## config.mk

```make
export PLATFORM = sky130hd
export DESIGN_NAME = csv_field_tokenizer_top
export DESIGN_NICKNAME = d
export VERILOG_FILES = /design/src/sv/csvt_pkg.sv /design/src/sv/csvt_front.sv /design/src/sv/csvt_fifo.sv /design/src/sv/csvt_back.sv /design/src/sv/csv_field_tokenizer_top.sv
export SDC_FILE = /design/constraint.sdc
export NUM_CORES = 2
export LEC_CHECK = 0
export CAP_MARGIN = 0
export CORE_MARGIN = 3
export CORE_UTILIZATION = 50
export CTS_CLUSTER_SIZE = 16
export DETAILED_ROUTE_END_ITERATION = 16
export DONT_BUFFER_PORTS = 1
export PLACE_DENSITY = 0.68
export SYNTH_ARGS = -nofsm -noshare
export SYNTH_HDL_FRONTEND = slang
export SYNTH_SLANG_ARGS = --single-unit
```

## constraint.sdc

```tcl
create_clock -name clk_i -period 29.1 [get_ports clk_i]
set_clock_uncertainty 0.2 [all_clocks]
set_input_delay 1.455 -clock clk_i [delete_from_list [all_inputs] [get_ports clk_i]]
set_output_delay 1.455 -clock clk_i [all_outputs]
set_load 0.005 [all_outputs]
```

## src/sv/csvt_pkg.sv

```systemverilog
// ----------------------------------------------------------------------------
// csvt_pkg
// Shared types and constants of the CSV field tokenizer: record layout,
// record kinds, error codes, configuration indexes and reset values.
// ----------------------------------------------------------------------------
package csvt_pkg;

  localparam int OFFSET_BITS_DEF = 32;
  localparam int COLUMN_BITS_DEF = 16;

  localparam int OUT_OFF_W = 32;
  localparam int OUT_COL_W = 16;
  localparam int OUT_ROW_W = 32;
  localparam int MAX_FIELD_W = 32;
  localparam int TDATA_W = 120;

  localparam int MAX_RES = 4;
  localparam int CNT_W = $clog2(MAX_RES + 1);
  localparam int SEL_W = $clog2(MAX_RES);
  localparam int QDEPTH = 2;

  localparam int CFG_IDX_W = 3;
  localparam int CFG_DATA_W = 32;

  localparam logic [7:0] BYTE_LF = 8'h0A;
  localparam logic [7:0] BYTE_CR = 8'h0D;

  localparam logic [7:0] DELIM_RST = 8'd44;
  localparam logic [7:0] QUOTE_RST = 8'd34;

  localparam logic [1:0] EMODE_REPORT = 2'd0;
  localparam logic [1:0] EMODE_SILENT = 2'd1;
  localparam logic [1:0] EMODE_FAIL = 2'd2;

  typedef enum logic [1:0] {
    KIND_FIELD = 2'd0,
    KIND_ROW   = 2'd1,
    KIND_ERR   = 2'd2,
    KIND_DONE  = 2'd3
  } kind_e;

  typedef enum logic [2:0] {
    ERR_NONE        = 3'd0,
    ERR_SIZE        = 3'd1,
    ERR_QUOTE       = 3'd2,
    ERR_AFTER_QUOTE = 3'd3,
    ERR_UNCLOSED    = 3'd4
  } err_e;

  typedef enum logic [2:0] {
    CFG_DELIM = 3'd0,
    CFG_QUOTE = 3'd1,
    CFG_MAXF  = 3'd2,
    CFG_SKIP  = 3'd3,
    CFG_HDR   = 3'd4,
    CFG_EMODE = 3'd5
  } cfg_idx_e;

  typedef struct packed {
    logic [7:0]             delim;
    logic [7:0]             quote;
    logic [MAX_FIELD_W-1:0] max_field;
    logic                   skip_empty;
    logic                   first_hdr;
    logic [1:0]             emode;
  } cfg_t;

  typedef struct packed {
    kind_e                kind;
    logic [OUT_OFF_W-1:0] start_off;
    logic [OUT_OFF_W-1:0] end_off;
    logic                 quoted;
    logic [OUT_COL_W-1:0] column;
    logic [OUT_ROW_W-1:0] row_num;
    logic                 in_hdr;
    err_e                 code;
    logic                 status;
  } rec_t;

  typedef struct packed {
    logic [CNT_W-1:0]       cnt;
    rec_t [MAX_RES-1:0]     rec;
  } bundle_t;

endpackage

```

## src/sv/csvt_front.sv

```systemverilog
// ----------------------------------------------------------------------------
// csvt_front
// Parser front end: takes one byte or end-of-input beat per clock while the
// bundle queue has room, runs the quote-aware row/field state machine and
// builds the bundle of records that the beat causes.
// ----------------------------------------------------------------------------
module csvt_front #(
  parameter int OFFSET_BITS = csvt_pkg::OFFSET_BITS_DEF,
  parameter int COLUMN_BITS = csvt_pkg::COLUMN_BITS_DEF
) (
  input  logic              clk_i,
  input  logic              rst_ni,
  input  csvt_pkg::cfg_t    cfg_i,
  input  logic              in_valid_i,
  output logic              in_ready_o,
  input  logic              in_eoi_i,
  input  logic [7:0]        in_byte_i,
  input  logic              q_full_i,
  output logic              push_o,
  output csvt_pkg::bundle_t bundle_o
);

  localparam int OW = csvt_pkg::OUT_OFF_W;
  localparam int CW = csvt_pkg::OUT_COL_W;
  localparam int RW = csvt_pkg::OUT_ROW_W;
  localparam int NW = csvt_pkg::CNT_W;
  localparam int SW = (OFFSET_BITS > csvt_pkg::MAX_FIELD_W) ? OFFSET_BITS
                                                              : csvt_pkg::MAX_FIELD_W;

  typedef enum logic [5:0] {
    ST_REC  = 6'b000001,
    ST_FLD  = 6'b000010,
    ST_UNQ  = 6'b000100,
    ST_QUO  = 6'b001000,
    ST_QEND = 6'b010000,
    ST_CR   = 6'b100000
  } pst_e;

  pst_e                   pst_q, pst_d;
  logic [OFFSET_BITS-1:0] pos_q, pos_d, fbeg_q, fbeg_d, rbeg_q, rbeg_d;
  logic                   fq_q, fq_d;
  logic [COLUMN_BITS-1:0] nfld_q, nfld_d, nfld_mid;
  logic [RW-1:0]          rows_q, rows_d, row_no;
  logic                   hdr_done_q, hdr_done_d;
  logic                   halted_q, halted_d;
  logic                   fatal_q, fatal_d;

  logic                   take, active;
  logic                   is_qt, is_dl, is_lf, is_nl;
  logic [OFFSET_BITS-1:0] nxt, pm1, fs, fe, fsize;
  logic                   pre_err, fld, fqv, row_req, endrow, eoi_quo, stop;
  logic                   too_big, in_hdr, silent, fail;
  csvt_pkg::err_e         pre_code;
  logic [NW-1:0]          n;

  function automatic csvt_pkg::rec_t mk_rec(
    input csvt_pkg::kind_e        k,
    input logic [OFFSET_BITS-1:0] s,
    input logic [OFFSET_BITS-1:0] e,
    input logic                   q,
    input logic [COLUMN_BITS-1:0] col,
    input logic [RW-1:0]          rn,
    input logic                   h,
    input csvt_pkg::err_e         code,
    input logic                   st
  );
    csvt_pkg::rec_t r;
    r.kind      = k;
    r.start_off = OW'(s);
    r.end_off   = OW'(e);
    r.quoted    = q;
    r.column    = CW'(col);
    r.row_num   = rn;
    r.in_hdr    = h;
    r.code      = code;
    r.status    = st;
    return r;
  endfunction

  assign in_ready_o = ~q_full_i;
  assign take       = in_valid_i & ~q_full_i;
  assign active     = take & ~halted_q;

  assign is_qt = (in_byte_i == cfg_i.quote);
  assign is_dl = (in_byte_i == cfg_i.delim);
  assign is_lf = (in_byte_i == csvt_pkg::BYTE_LF);
  assign is_nl = is_lf | (in_byte_i == csvt_pkg::BYTE_CR);

  assign nxt = pos_q + OFFSET_BITS'(1);
  assign pm1 = pos_q - OFFSET_BITS'(1);

  assign silent = (cfg_i.emode == csvt_pkg::EMODE_SILENT);
  assign fail   = (cfg_i.emode >= csvt_pkg::EMODE_FAIL);
  assign in_hdr = cfg_i.first_hdr & ~hdr_done_q;
  assign row_no = in_hdr ? '0 : ((rows_q == '1) ? rows_q : rows_q + RW'(1));

  assign fsize   = fe - fs;
  assign too_big = (cfg_i.max_field != '0) && (SW'(fsize) > SW'(cfg_i.max_field));

  always_comb begin
    pst_d      = pst_q;
    pos_d      = pos_q;
    fbeg_d     = fbeg_q;
    rbeg_d     = rbeg_q;
    fq_d       = fq_q;
    pre_err    = 1'b0;
    pre_code   = csvt_pkg::ERR_NONE;
    fld        = 1'b0;
    fs         = pos_q;
    fe         = pos_q;
    fqv        = fq_q;
    row_req    = 1'b0;
    endrow     = 1'b0;
    eoi_quo    = 1'b0;
    if (active) begin
      if (!in_eoi_i) begin
        pos_d = nxt;
        if (pst_q == ST_CR && is_lf) begin
          pst_d  = ST_REC;
          fbeg_d = nxt;
          rbeg_d = nxt;
        end else begin
          case (pst_q)
            ST_UNQ: begin
              if (is_dl) begin
                fld    = 1'b1;
                fs     = fbeg_q;
                pst_d  = ST_FLD;
                fq_d   = 1'b0;
                fbeg_d = nxt;
              end else if (is_nl) begin
                fld    = 1'b1;
                fs     = fbeg_q;
                endrow = 1'b1;
              end else if (is_qt) begin
                pre_err  = 1'b1;
                pre_code = csvt_pkg::ERR_QUOTE;
              end
            end
            ST_QUO: begin
              if (is_qt) pst_d = ST_QEND;
            end
            ST_QEND: begin
              if (is_qt) begin
                pst_d = ST_QUO;
              end else if (is_dl) begin
                fld    = 1'b1;
                fs     = fbeg_q;
                fe     = pm1;
                pst_d  = ST_FLD;
                fq_d   = 1'b0;
                fbeg_d = nxt;
              end else if (is_nl) begin
                fld    = 1'b1;
                fs     = fbeg_q;
                fe     = pm1;
                endrow = 1'b1;
              end else begin
                pre_err  = 1'b1;
                pre_code = csvt_pkg::ERR_AFTER_QUOTE;
                pst_d    = ST_UNQ;
              end
            end
            default: begin
              if (is_qt) begin
                pst_d  = ST_QUO;
                fq_d   = 1'b1;
                fbeg_d = nxt;
              end else if (is_dl) begin
                fld    = 1'b1;
                fqv    = 1'b0;
                pst_d  = ST_FLD;
                fq_d   = 1'b0;
                fbeg_d = nxt;
              end else if (is_nl) begin
                fld    = (pst_q == ST_FLD) || (nfld_q != '0);
                fqv    = 1'b0;
                endrow = 1'b1;
              end else begin
                pst_d  = ST_UNQ;
                fq_d   = 1'b0;
                fbeg_d = pos_q;
              end
            end
          endcase
          if (endrow) begin
            row_req = 1'b1;
            pst_d   = is_lf ? ST_REC : ST_CR;
            fq_d    = 1'b0;
            rbeg_d  = nxt;
            fbeg_d  = nxt;
          end
        end
      end else begin
        case (pst_q)
          ST_UNQ: begin
            fld     = 1'b1;
            fs      = fbeg_q;
            row_req = 1'b1;
          end
          ST_QUO: begin
            eoi_quo  = 1'b1;
            pre_err  = 1'b1;
            pre_code = csvt_pkg::ERR_UNCLOSED;
            fld      = ~fail;
            fs       = fbeg_q;
            row_req  = ~fail;
          end
          ST_QEND: begin
            fld     = 1'b1;
            fs      = fbeg_q;
            fe      = pm1;
            row_req = 1'b1;
          end
          ST_FLD: begin
            fld     = 1'b1;
            row_req = 1'b1;
          end
          default: begin
            row_req = (nfld_q != '0);
          end
        endcase
      end
    end
  end

  always_comb begin
    n          = '0;
    bundle_o   = '0;
    stop       = 1'b0;
    nfld_mid   = nfld_q;
    hdr_done_d = hdr_done_q;
    rows_d     = rows_q;
    halted_d   = halted_q;
    if (pre_err && !silent) begin
      bundle_o.rec[n[csvt_pkg::SEL_W-1:0]] = mk_rec(csvt_pkg::KIND_ERR, fbeg_q, pos_q, 1'b0,
          nfld_q, row_no, in_hdr, pre_code, 1'b0);
      n    = n + NW'(1);
      stop = fail;
    end
    if (fld) begin
      if (too_big) begin
        if (!silent) begin
          bundle_o.rec[n[csvt_pkg::SEL_W-1:0]] = mk_rec(csvt_pkg::KIND_ERR, fbeg_q, pos_q,
              1'b0, nfld_q, row_no, in_hdr, csvt_pkg::ERR_SIZE, 1'b0);
          n    = n + NW'(1);
          stop = stop | fail;
        end
      end else begin
        bundle_o.rec[n[csvt_pkg::SEL_W-1:0]] = mk_rec(csvt_pkg::KIND_FIELD, fs, fe, fqv,
            nfld_q, row_no, in_hdr, csvt_pkg::ERR_NONE, 1'b0);
        n        = n + NW'(1);
        nfld_mid = (nfld_q == '1) ? nfld_q : nfld_q + COLUMN_BITS'(1);
      end
    end
    nfld_d = nfld_mid;
    if (row_req && !(cfg_i.skip_empty && nfld_mid == '0)) begin
      bundle_o.rec[n[csvt_pkg::SEL_W-1:0]] = mk_rec(csvt_pkg::KIND_ROW, rbeg_q, pos_q, 1'b0,
          nfld_mid, row_no, in_hdr, csvt_pkg::ERR_NONE, 1'b0);
      n = n + NW'(1);
      if (in_hdr) begin
        hdr_done_d = 1'b1;
      end else if (rows_q != '1) begin
        rows_d = rows_q + RW'(1);
      end
      nfld_d = '0;
    end
    fatal_d = fatal_q | stop | eoi_quo;
    if ((active && in_eoi_i) || stop) begin
      bundle_o.rec[n[csvt_pkg::SEL_W-1:0]] = mk_rec(csvt_pkg::KIND_DONE, '0, pos_d, 1'b0,
          '0, rows_d, 1'b0, csvt_pkg::ERR_NONE, fatal_d);
      n        = n + NW'(1);
      halted_d = 1'b1;
    end
    bundle_o.cnt = n;
  end

  assign push_o = (n != '0);

  always_ff @(posedge clk_i or negedge rst_ni) begin
    if (!rst_ni) begin
      pst_q      <= ST_REC;
      pos_q      <= '0;
      fbeg_q     <= '0;
      rbeg_q     <= '0;
      fq_q       <= 1'b0;
      nfld_q     <= '0;
      rows_q     <= '0;
      hdr_done_q <= 1'b0;
      halted_q   <= 1'b0;
      fatal_q    <= 1'b0;
    end else if (active) begin
      pst_q      <= pst_d;
      pos_q      <= pos_d;
      fbeg_q     <= fbeg_d;
      rbeg_q     <= rbeg_d;
      fq_q       <= fq_d;
      nfld_q     <= nfld_d;
      rows_q     <= rows_d;
      hdr_done_q <= hdr_done_d;
      halted_q   <= halted_d;
      fatal_q    <= fatal_d;
    end
  end

endmodule

```

## src/sv/csvt_fifo.sv

```systemverilog
// ----------------------------------------------------------------------------
// csvt_fifo
// Short queue of record bundles between the parser and the output stage.
// ----------------------------------------------------------------------------
module csvt_fifo (
  input  logic              clk_i,
  input  logic              rst_ni,
  input  logic              push_i,
  input  csvt_pkg::bundle_t data_i,
  input  logic              pop_i,
  output csvt_pkg::bundle_t data_o,
  output logic              empty_o,
  output logic              full_o
);

  localparam int DEPTH = csvt_pkg::QDEPTH;
  localparam int AW = (DEPTH > 1) ? $clog2(DEPTH) : 1;
  localparam int CW = $clog2(DEPTH + 1);

  csvt_pkg::bundle_t mem_q [DEPTH];
  logic [AW-1:0]     wr_q, wr_d, rd_q, rd_d;
  logic [CW-1:0]     cnt_q, cnt_d;
  logic              do_push, do_pop;

  assign empty_o = (cnt_q == '0);
  assign full_o  = (cnt_q == CW'(DEPTH));
  assign do_push = push_i & ~full_o;
  assign do_pop  = pop_i & ~empty_o;
  assign data_o  = mem_q[rd_q];

  always_comb begin
    wr_d  = wr_q;
    rd_d  = rd_q;
    cnt_d = cnt_q;
    if (do_push) wr_d = (wr_q == AW'(DEPTH - 1)) ? '0 : wr_q + AW'(1);
    if (do_pop) rd_d = (rd_q == AW'(DEPTH - 1)) ? '0 : rd_q + AW'(1);
    if (do_push && !do_pop) begin
      cnt_d = cnt_q + CW'(1);
    end else if (do_pop && !do_push) begin
      cnt_d = cnt_q - CW'(1);
    end
  end

  always_ff @(posedge clk_i) begin
    if (do_push) mem_q[wr_q] <= data_i;
  end

  always_ff @(posedge clk_i or negedge rst_ni) begin
    if (!rst_ni) begin
      wr_q  <= '0;
      rd_q  <= '0;
      cnt_q <= '0;
    end else begin
      wr_q  <= wr_d;
      rd_q  <= rd_d;
      cnt_q <= cnt_d;
    end
  end

endmodule

```

## src/sv/csvt_back.sv

```systemverilog
// ----------------------------------------------------------------------------
// csvt_back
// Output stage: holds one bundle and hands its records out one beat at a
// time, marking the final record of the bundle.
// ----------------------------------------------------------------------------
module csvt_back (
  input  logic              clk_i,
  input  logic              rst_ni,
  input  csvt_pkg::bundle_t q_data_i,
  input  logic              q_empty_i,
  output logic              q_pop_o,
  output logic              out_valid_o,
  input  logic              out_ready_i,
  output csvt_pkg::rec_t    out_rec_o,
  output logic              out_last_o
);

  localparam int SW = csvt_pkg::SEL_W;
  localparam int NW = csvt_pkg::CNT_W;

  csvt_pkg::bundle_t cur_q;
  logic              have_q;
  logic [SW-1:0]     sel_q;
  logic              advance;

  assign out_valid_o = have_q;
  assign out_rec_o   = cur_q.rec[sel_q];
  assign out_last_o  = (NW'(sel_q) == cur_q.cnt - NW'(1));
  assign advance     = ~have_q | (out_ready_i & out_last_o);
  assign q_pop_o     = advance & ~q_empty_i;

  always_ff @(posedge clk_i) begin
    if (q_pop_o) cur_q <= q_data_i;
  end

  always_ff @(posedge clk_i or negedge rst_ni) begin
    if (!rst_ni) begin
      have_q <= 1'b0;
      sel_q  <= '0;
    end else if (advance) begin
      have_q <= ~q_empty_i;
      sel_q  <= '0;
    end else if (out_ready_i) begin
      sel_q <= sel_q + SW'(1);
    end
  end

endmodule

```

## src/sv/csv_field_tokenizer_top.sv

```systemverilog
// ----------------------------------------------------------------------------
// csv_field_tokenizer_top
// Quote-aware CSV tokenizer producing field, row-end, error and done records.
// ----------------------------------------------------------------------------
// The parser takes one input beat (a data byte or the end-of-input marker) per
// clock whenever its two-entry bundle queue has room, and turns it into up to
// four records in the same cycle. The output stage sends one record per clock
// while the downstream is ready; a stream in which each byte causes at most one
// record runs at one byte per clock, and the queue absorbs short bursts of
// multi-record beats. Records pass from the bundle queue through the output
// stage's bundle register. There is no clearing pass after reset. Configuration
// must be written through the plain write port while the block is idle; the
// block itself does not enforce this. After the stream-done record the block
// takes beats but gives no more records until reset.
module csv_field_tokenizer_top #(
  parameter int OFFSET_BITS = csvt_pkg::OFFSET_BITS_DEF,
  parameter int COLUMN_BITS = csvt_pkg::COLUMN_BITS_DEF
) (
  input  logic                            clk_i,
  input  logic                            rst_ni,
  input  logic                            cfg_we_i,
  input  logic [csvt_pkg::CFG_IDX_W-1:0]  cfg_idx_i,
  input  logic [csvt_pkg::CFG_DATA_W-1:0] cfg_wdata_i,
  input  logic                            s_axis_tvalid,
  output logic                            s_axis_tready,
  // byte_value
  input  logic [7:0]                      s_axis_tdata,
  // mode
  input  logic                            s_axis_tuser,
  output logic                            m_axis_tvalid,
  input  logic                            m_axis_tready,
  // start_offset, end_offset, quoted, column, row_number, in_header,
  // error_code, end_status, zero pad
  output logic [csvt_pkg::TDATA_W-1:0]    m_axis_tdata,
  // kind
  output logic [1:0]                      m_axis_tuser,
  output logic                            m_axis_tlast
);

  csvt_pkg::cfg_t    cfg_q;
  csvt_pkg::bundle_t push_bundle, pop_bundle;
  csvt_pkg::rec_t    out_rec;
  logic              push, pop, q_empty, q_full;

  always_ff @(posedge clk_i or negedge rst_ni) begin
    if (!rst_ni) begin
      cfg_q.delim      <= csvt_pkg::DELIM_RST;
      cfg_q.quote      <= csvt_pkg::QUOTE_RST;
      cfg_q.max_field  <= '0;
      cfg_q.skip_empty <= 1'b1;
      cfg_q.first_hdr  <= 1'b1;
      cfg_q.emode      <= csvt_pkg::EMODE_REPORT;
    end else if (cfg_we_i) begin
      case (csvt_pkg::cfg_idx_e'(cfg_idx_i))
        csvt_pkg::CFG_DELIM: cfg_q.delim      <= cfg_wdata_i[7:0];
        csvt_pkg::CFG_QUOTE: cfg_q.quote      <= cfg_wdata_i[7:0];
        csvt_pkg::CFG_MAXF:  cfg_q.max_field  <= cfg_wdata_i[csvt_pkg::MAX_FIELD_W-1:0];
        csvt_pkg::CFG_SKIP:  cfg_q.skip_empty <= cfg_wdata_i[0];
        csvt_pkg::CFG_HDR:   cfg_q.first_hdr  <= cfg_wdata_i[0];
        csvt_pkg::CFG_EMODE: cfg_q.emode      <= cfg_wdata_i[1:0];
        default: ;
      endcase
    end
  end

  csvt_front #(
    .OFFSET_BITS(OFFSET_BITS),
    .COLUMN_BITS(COLUMN_BITS)
  ) u_front (
    .clk_i      (clk_i),
    .rst_ni     (rst_ni),
    .cfg_i      (cfg_q),
    .in_valid_i (s_axis_tvalid),
    .in_ready_o (s_axis_tready),
    .in_eoi_i   (s_axis_tuser),
    .in_byte_i  (s_axis_tdata),
    .q_full_i   (q_full),
    .push_o     (push),
    .bundle_o   (push_bundle)
  );

  csvt_fifo u_fifo (
    .clk_i   (clk_i),
    .rst_ni  (rst_ni),
    .push_i  (push),
    .data_i  (push_bundle),
    .pop_i   (pop),
    .data_o  (pop_bundle),
    .empty_o (q_empty),
    .full_o  (q_full)
  );

  csvt_back u_back (
    .clk_i       (clk_i),
    .rst_ni      (rst_ni),
    .q_data_i    (pop_bundle),
    .q_empty_i   (q_empty),
    .q_pop_o     (pop),
    .out_valid_o (m_axis_tvalid),
    .out_ready_i (m_axis_tready),
    .out_rec_o   (out_rec),
    .out_last_o  (m_axis_tlast)
  );

  assign m_axis_tuser = out_rec.kind;
  assign m_axis_tdata = {2'b00, out_rec.status, out_rec.code, out_rec.in_hdr,
                         out_rec.row_num, out_rec.column, out_rec.quoted,
                         out_rec.end_off, out_rec.start_off};

  a_no_push_when_full : assert property (@(posedge clk_i) disable iff (!rst_ni)
    push |-> !q_full)
    else $error("bundle pushed into a full queue");

  a_done_is_last : assert property (@(posedge clk_i) disable iff (!rst_ni)
    (m_axis_tvalid && m_axis_tuser == csvt_pkg::KIND_DONE) |-> m_axis_tlast)
    else $error("stream-done record not marked last");

  a_nothing_after_done : assert property (@(posedge clk_i) disable iff (!rst_ni)
    (m_axis_tvalid && m_axis_tready && m_axis_tuser == csvt_pkg::KIND_DONE)
      |=> !m_axis_tvalid)
    else $error("record sent after stream-done");

  a_error_has_code : assert property (@(posedge clk_i) disable iff (!rst_ni)
    (m_axis_tvalid && m_axis_tuser == csvt_pkg::KIND_ERR)
      |-> (out_rec.code != csvt_pkg::ERR_NONE))
    else $error("error record without an error code");

endmodule
```

* Word-level counts from Yosys, hierarchy flattened
Memories as Yosys holds them, arrays and structs flattened. A register that Yosys moved wholly into a read port is not among the register bits. Index checks and enable logic that the tools add are counted.
Storage, ports and cells: RAM bits 966, memories 1, register bits after elaboration 213, logic and storage cells 274, ROM bits 0, output and inout bits 125, latch bits 0, input port bits 49
Cells by class: shift operators 0, bitwise gates (word level) 20, multiplexer cells 141, div/mod/pow operators 0, reduce and logical (&&, ||, !) cells 40, multipliers 0, equal/unequal tests 28, add/sub/neg operators 14, magnitude comparators 9
Memories:
- u_fifo.mem_q | words 2, bits a word 483, rd ports 1, clocked after Yosys merged registers in 1, wr ports 1, RTL line csvt_fifo.sv:20 | csvt_pkg::bundle_t mem_q [DEPTH];
Operator list (number):
- $mux 480 | 5
- $bwmux 480 | 4
- $mux 32 | 30
- $demux 120 s2 | 3
- $mux 120 | 5
- $bmux 120 s2 | 1
- $pmux 32 s3 | 1
- $add 32x1->32 const B | 2
- $mux 16 | 4
- $pmux 32 s2 | 1
- $mux 1 | 52
- $mux 6 | 8
- $mux 3 | 13
- $eq 32x32->1 const B | 1
- $gt 32x32->1 | 1
- $ne 32x32->1 const B | 1
- $reduce_bool 32->1 | 1
- $sub 32x1->32 const B | 1
- $sub 32x32->32 | 1
- $add 16x1->16 const B | 1
- $eq 16x16->1 const B | 1
- $eq 8x4->1 const B | 2
- $eq 8x8->1 | 2
- $logic_not 16->1 | 1
- other kinds (51) | 110

* Logic depth before layout (Yosys ltp)
depth after elaboration 27, gate-level depth with buffers 52, gate-level depth less buffers 49

* Hierarchy
A second synthesis with hierarchy kept.
Second synthesis, totals: cell total of the unflattened synthesis 5218, area total of the unflattened synthesis 76534.7 um^2
Modules (own cells, without submodules):
- csvt_fifo | times used 1, area an instance 37088.1 um^2, cells each 1522, seq. area each 29107.9 um^2
- csvt_front | times used 1, area an instance 19648.8 um^2, cells each 2922, seq. area each 3854.9 um^2
- csvt_back | times used 1, area an instance 17621.9 um^2, cells each 656, seq. area each 14579.0 um^2
- csv_field_tokenizer_top | times used 1, area an instance 2175.8 um^2, cells each 118, seq. area each 1310.0 um^2

* Least setup slack after synthesis
No wires, ideal clock.
kind input-to-reg, start point input port s_axis_tdata[5], end point memory u_fifo.mem_q[0][0] in the netlist's numbering (enable), stages 46, arrival 31678 ps, required time 27524 ps, buffers on the path 2, slack -4155 ps, setup time 1376 ps, cells stage by stage xor2_1 -> nor4_1 -> nand2_1 -> a211oi_1 -> a21oi_1 -> nor2_1 -> clkbuf_1 -> mux2i_1 -> inv_1 -> ha_1 -> inv_1 -> fa_1 -> a21o_1 -> a21o_1 -> a2111oi_0 -> o21ai_0 -> a41oi_1 -> o311ai_0 -> (+10 left out) -> a211oi_1 -> a22oi_1 -> nand4_1 -> mux2_2 -> nor4_2 -> a31oi_4 -> buf_4 -> xor2_1 -> ha_1 -> inv_1 -> ha_1 -> nand2b_1 -> or3_1 -> o21ai_0 -> a211oi_1 -> a31o_2 -> a22o_1 -> nor2b_1
Between the ends: word-level cells in the longest chain between the ends 25, elaborated cells on any way between the ends 79, classes of those cells add/sub: 4; order compare: 1; eq/ne: 4; mux: 58; bitwise: 3; reduce/logical: 9
RTL lines:
- from (decl) | RTL line csv_field_tokenizer_top.sv:27 | input logic [7:0] s_axis_tdata,
- $eq 8x4->1, on equally long branches | RTL line csvt_front.sv:86, csvt_front.sv:87
- $or 1x1->1 | RTL line csvt_front.sv:87 | assign is_nl = is_lf | (in_byte_i == csvt_pkg::BYTE_CR);
- $mux 32, on equally long branches | RTL line csvt_front.sv:131, csvt_front.sv:153
- $mux 32, on equally long branches | RTL line csvt_front.sv:125, csvt_front.sv:146
- $mux 32 | RTL line csvt_front.sv:144 | if (is_qt) begin
- $pmux 32 s2 or $mux 32 (tied branches) | RTL line csvt_front.sv:123 | case (pst_q)
- $mux 32 | RTL line csvt_front.sv:118 | if (pst_q == ST_CR && is_lf) begin
- $mux 32 | RTL line csvt_front.sv:116 | if (!in_eoi_i) begin
- (+10 left out)
- $mux 3 | RTL line csvt_front.sv:257 | if (row_req && !(cfg_i.skip_empty && nfld_mid == '0)) begin
- $add 3x1->3 | RTL line csvt_front.sv:272 | n = n + NW'(1);
- $mux 3 (*) | RTL line csvt_front.sv:269 | if ((active && in_eoi_i) || stop) begin
- $reduce_bool 3->1 (*) | RTL line csvt_front.sv:278 | assign push_o = (n != '0);
- $and 1x1->1 (*) | RTL line csvt_fifo.sv:27 | assign do_push = push_i & ~full_o;
- via u_fifo.do_push | RTL line csvt_fifo.sv:23 | logic do_push, do_pop;
- $mux 1 (*) | RTL line csvt_fifo.sv:45 | if (do_push) mem_q[wr_q] <= data_i;
- $mux 1 (not written as such) (*) | RTL line csvt_fifo.sv:45
- to (decl) | RTL line csvt_fifo.sv:20
The timed path passes the listed nets; every way through them passes the cells marked *. The select of a mux whose other input is x is not followed.

* Worst setup path in the final report
start point input port s_axis_tdata[0], end point memory u_fifo.mem_q[1][336] in the netlist's numbering (enable)
Same word-level chain as after synthesis.

==> out/results.tsv <==
stage	metric	value	unit
route	drtIter0Drc	4610	
setup_path	crit_type	in -> reg	
route	via_per_inst	6.146	
yosys	avgSynthCellArea	14.08	sq um
floorplanning	die_area	149700	sq um
place	dp_hpwl	117.8	mm
yosys	synth_enable_flop_cells	1419	
setup_path	crit_required	29.32	ns
setup_path	path_buf_inv	6	
yosys	synth_warnings	0	
clock_network	cts_resized	0	
yosys	synth_seq_cells	1632	
timing	final_max_slew_viol_count	0	
final_layout	seqCellArea	47960	sq um
place	dp.cells	6799	
clock_network	cts.clk_slew.worst_paths	0.06	ns
timing	relSlewSlack	13.26	%
power	p_total	0.007325	W
worst_hold_path	hp-class	in -> async	
power	pwr-share-comb	25.6	%
run_status	status	complete, no violations	
global_routing	overflow	0	
setup_path	cpPeakStageDelay	1.07	ns
timing	worstMarginPinSlew	1.298	ns
route	routedWlPerCell	26.14	microns
power	p_per_area	91.67	nW/um^2
setup_path	cp-start-kind	primary input	
power	p_leak	27.22	nW
floorplanning	num_rows	139	
clock_network	cts_setup_buffers	0	
route	ant_nets	0	
final_layout	fin_area	79910	sq um
final_layout	syn2layout_area_growth	10.16	%
floorplanning	die_w	386.9	microns
clock_network	insertion_delay	0.83	ns
final_layout	stdcell_count	7108	
final_layout	final_common_cell	edfxtp_1	
timing	rsz0062_at_grt	no	
setup_path	cp_top_family	compound AO/OA/AOI/OAI gates	
clock_network	cts_max_level	4	
timing	holdWs	0.1739	ns
place	place.gp.congestion	0.9325	
place	portBuffers	0	
global_routing	grt_pass1_vias	43180	
setup_path	crit_path_end_kind	flip-flop	
clock_network	clkSinkCount	1632	
timing	min_period_over_period	58.62	%
place	place_area	74440	sq um
final_layout	final_layout_size_suffix_gt1_share	19.68	%
global_routing	grt_max_degree	214	
timing	period_needed	17.06	ns
power	p_sw	0.002254	W
setup_path	cpMaxStageDelayCell	nor3_1	
timing	hold_viol_final	0	
clock_network	hold_buffers	0	
final_layout	layout_common_cells	edfxtp_1, mux2_2, nor2_1	
power	pwr-share-clk	28.7	%
global_routing	grt_use_total	24.50	%
timing	setup_viol	0	
yosys	synthFlopType	edfxtp_1	
yosys	async_reset_ff_share	13.05	%
floorplanning	start_util	50.43	%
setup_path	arrival	17.28	ns
floorplanning	ios	174	
run	maxCapViolations	0	
final_layout	fillers	11310	
power	ir_drop	0.08134	mV
yosys	yosysSeqAreaShare	66.11	%
clock_network	cts_buffer_depth	3	
yosys	yosysUniqueCellTypes	93	
yosys	synth_area	72540	sq um
route	drt_first_pass_iters	6	
global_routing	antenna_found_initial	5	
power	seqPwrFrac	45.7	%
route	via_count	43690	
floorplanning	fp.dieH	386.9	microns
timing	fmax	0.05863	GHz
clock_network	cts_root_buf	clkbuf_16	
route	drt_drc_violations_left	0	
clock_network	cts_buffers	168	
power	p_sw_share	30.77	%
yosys	netlist_instances	5151	
route	drt-total-wl	185.8	mm
clock_network	cts_tree	built	
floorplanning	core	143800	sq um
global_routing	grt_pass1_wl	276.4	mm
power	power.internal	0.005071	W
final_layout	multi_input_area	22760	sq um
final_layout	nets	5195	
timing	setup_tns	0	ns
setup_path	path_max_fanout	155	
[logic make-up (layout without fill, tap and decap cells)]
| family | Yosys count | count (layout) | synth area share (%) |
|---|---|---|---|
| other cells | 1 | 4 | 0.005170 |
| fa+ha+maj | 80 | 80 | 1.390 |
| compound gates | 863 | 863 | 7.545 |
| simple gates | 1208 | 1208 | 7.785 |
| mux | 668 | 668 | 12.10 |
| xor+xnor | 191 | 191 | 2.306 |
| buf+inv | 508 | 559 | 2.768 |
| flops | 1632 | 1632 | 66.11 |
[state kept, by name (all words and copies together), names as in the netlist, 2 cells and up]
signal          count
u_front.nfld_q     16
u_front.rbeg_q     32
u_front.pos_q      32
u_front.rows_q     32
u_front.pst_q       6
u_fifo.mem_q      946
u_back.sel_q        2
u_back.cur_q      473
u_fifo.cnt_q        2
u_front.fbeg_q     32
cfg_q              52
[synthesized netlist by cell type, types with 29 or more instances]
| cell type | count | share of area [%] |
|---|---|---|
| o21ai_0 | 194 | 1.3 |
| mux4_2 | 116 | 3.6 |
| buf_1 | 29 | 0.15 |
| nand3_1 | 117 | 0.81 |
| xnor2_1 | 91 | 1.1 |
| o211ai_1 | 30 | 0.31 |
| dfrtp_1 | 205 | 7.1 |
| clkbuf_1 | 261 | 1.4 |
| ha_1 | 79 | 1.4 |
| xor2_1 | 100 | 1.2 |
| nor2_1 | 429 | 2.2 |
| a22oi_1 | 50 | 0.52 |
| buf_2 | 38 | 0.26 |
| a211oi_1 | 75 | 0.78 |
| nor3_1 | 34 | 0.23 |
| and3_1 | 48 | 0.41 |
| edfxtp_1 | 1419 | 59 |
| o22ai_1 | 56 | 0.48 |
| a21oi_1 | 243 | 1.7 |
| and2_1 | 79 | 0.68 |
| nand2_1 | 328 | 1.7 |
| mux2i_1 | 44 | 0.61 |
| mux2_2 | 508 | 7.9 |
| inv_1 | 163 | 0.84 |
[power by group through the flow]
stage                     clock [W]  sequential (W)  combinational (W)
after floorplan                   0         0.00350            0.00134
after global placement            0         0.00337            0.00186
after detailed placement          0         0.00339            0.00188
after CTS                   0.00214         0.00335            0.00189
after global routing        0.00223         0.00339            0.00201
final                       0.00210         0.00335            0.00188
[layout make-up]
cell class              instances  area share [%]
clock buffers                 242           5.989
clock inverters                65          0.8440
well taps                    1903           2.980
multi-input cells            3012           28.48
repair buffers                 87          0.8956
inverters                     165          0.7845
diodes                          2        0.006263
flip-flops and latches       1632           60.02
[per-layer routing]
metal / global-route usage (%) / part of all wire (%) / up-vias
met5: 0 / 0.0070 / -
met4: 9.370 / 3.7 / 2
met3: 4.995 / 8.3 / 403
met2: 39.89 / 48 / 1964
met1: 32.60 / 40 / 22060
li1: - / - / 19250
[metrics by stage]
| stage | utilization [%] | worst slack (ns) |
|---|---|---|
| 2_1_floorplan | - | 5.004 |
| 3_3_place_gp | 51.76 | 12.08 |
| 3_5_place_dp | 51.76 | 11.66 |
| 4_1_cts | 55.55 | 12.48 |
| 5_1_grt | 55.55 | 11.23 |
| 6_report | 55.56 | 12.04 |
[path summary, 6_finish.rpt]
path / start / to / slack [ns] / cells past startpoint
setup / recovery: s_axis_tdata[0] / u_fifo.mem_q[1][336]$_DFFE_PP_ / 12.04 / 46
hold / removal: rst_ni / u_front.pst_q[5]$_DFFE_PN0P_ / 0.17 / 0
setup reg to reg: cfg_q[49]$_DFFE_PN1P_ / u_fifo.mem_q[1][336]$_DFFE_PP_ / 12.28 / 46
hold reg to reg: u_front.hdr_done_q$_DFFE_PN0P_ / u_front.hdr_done_q$_DFFE_PN0P_ / 0.30 / 1
max in group asynchronous: rst_ni / u_fifo.rd_q$_DFFE_PN0P_ / 27.62 / 0
min in group clk_i: u_front.hdr_done_q$_DFFE_PN0P_ / u_front.hdr_done_q$_DFFE_PN0P_ / 0.30 / 1
Power figures use the tool's default switching activity.
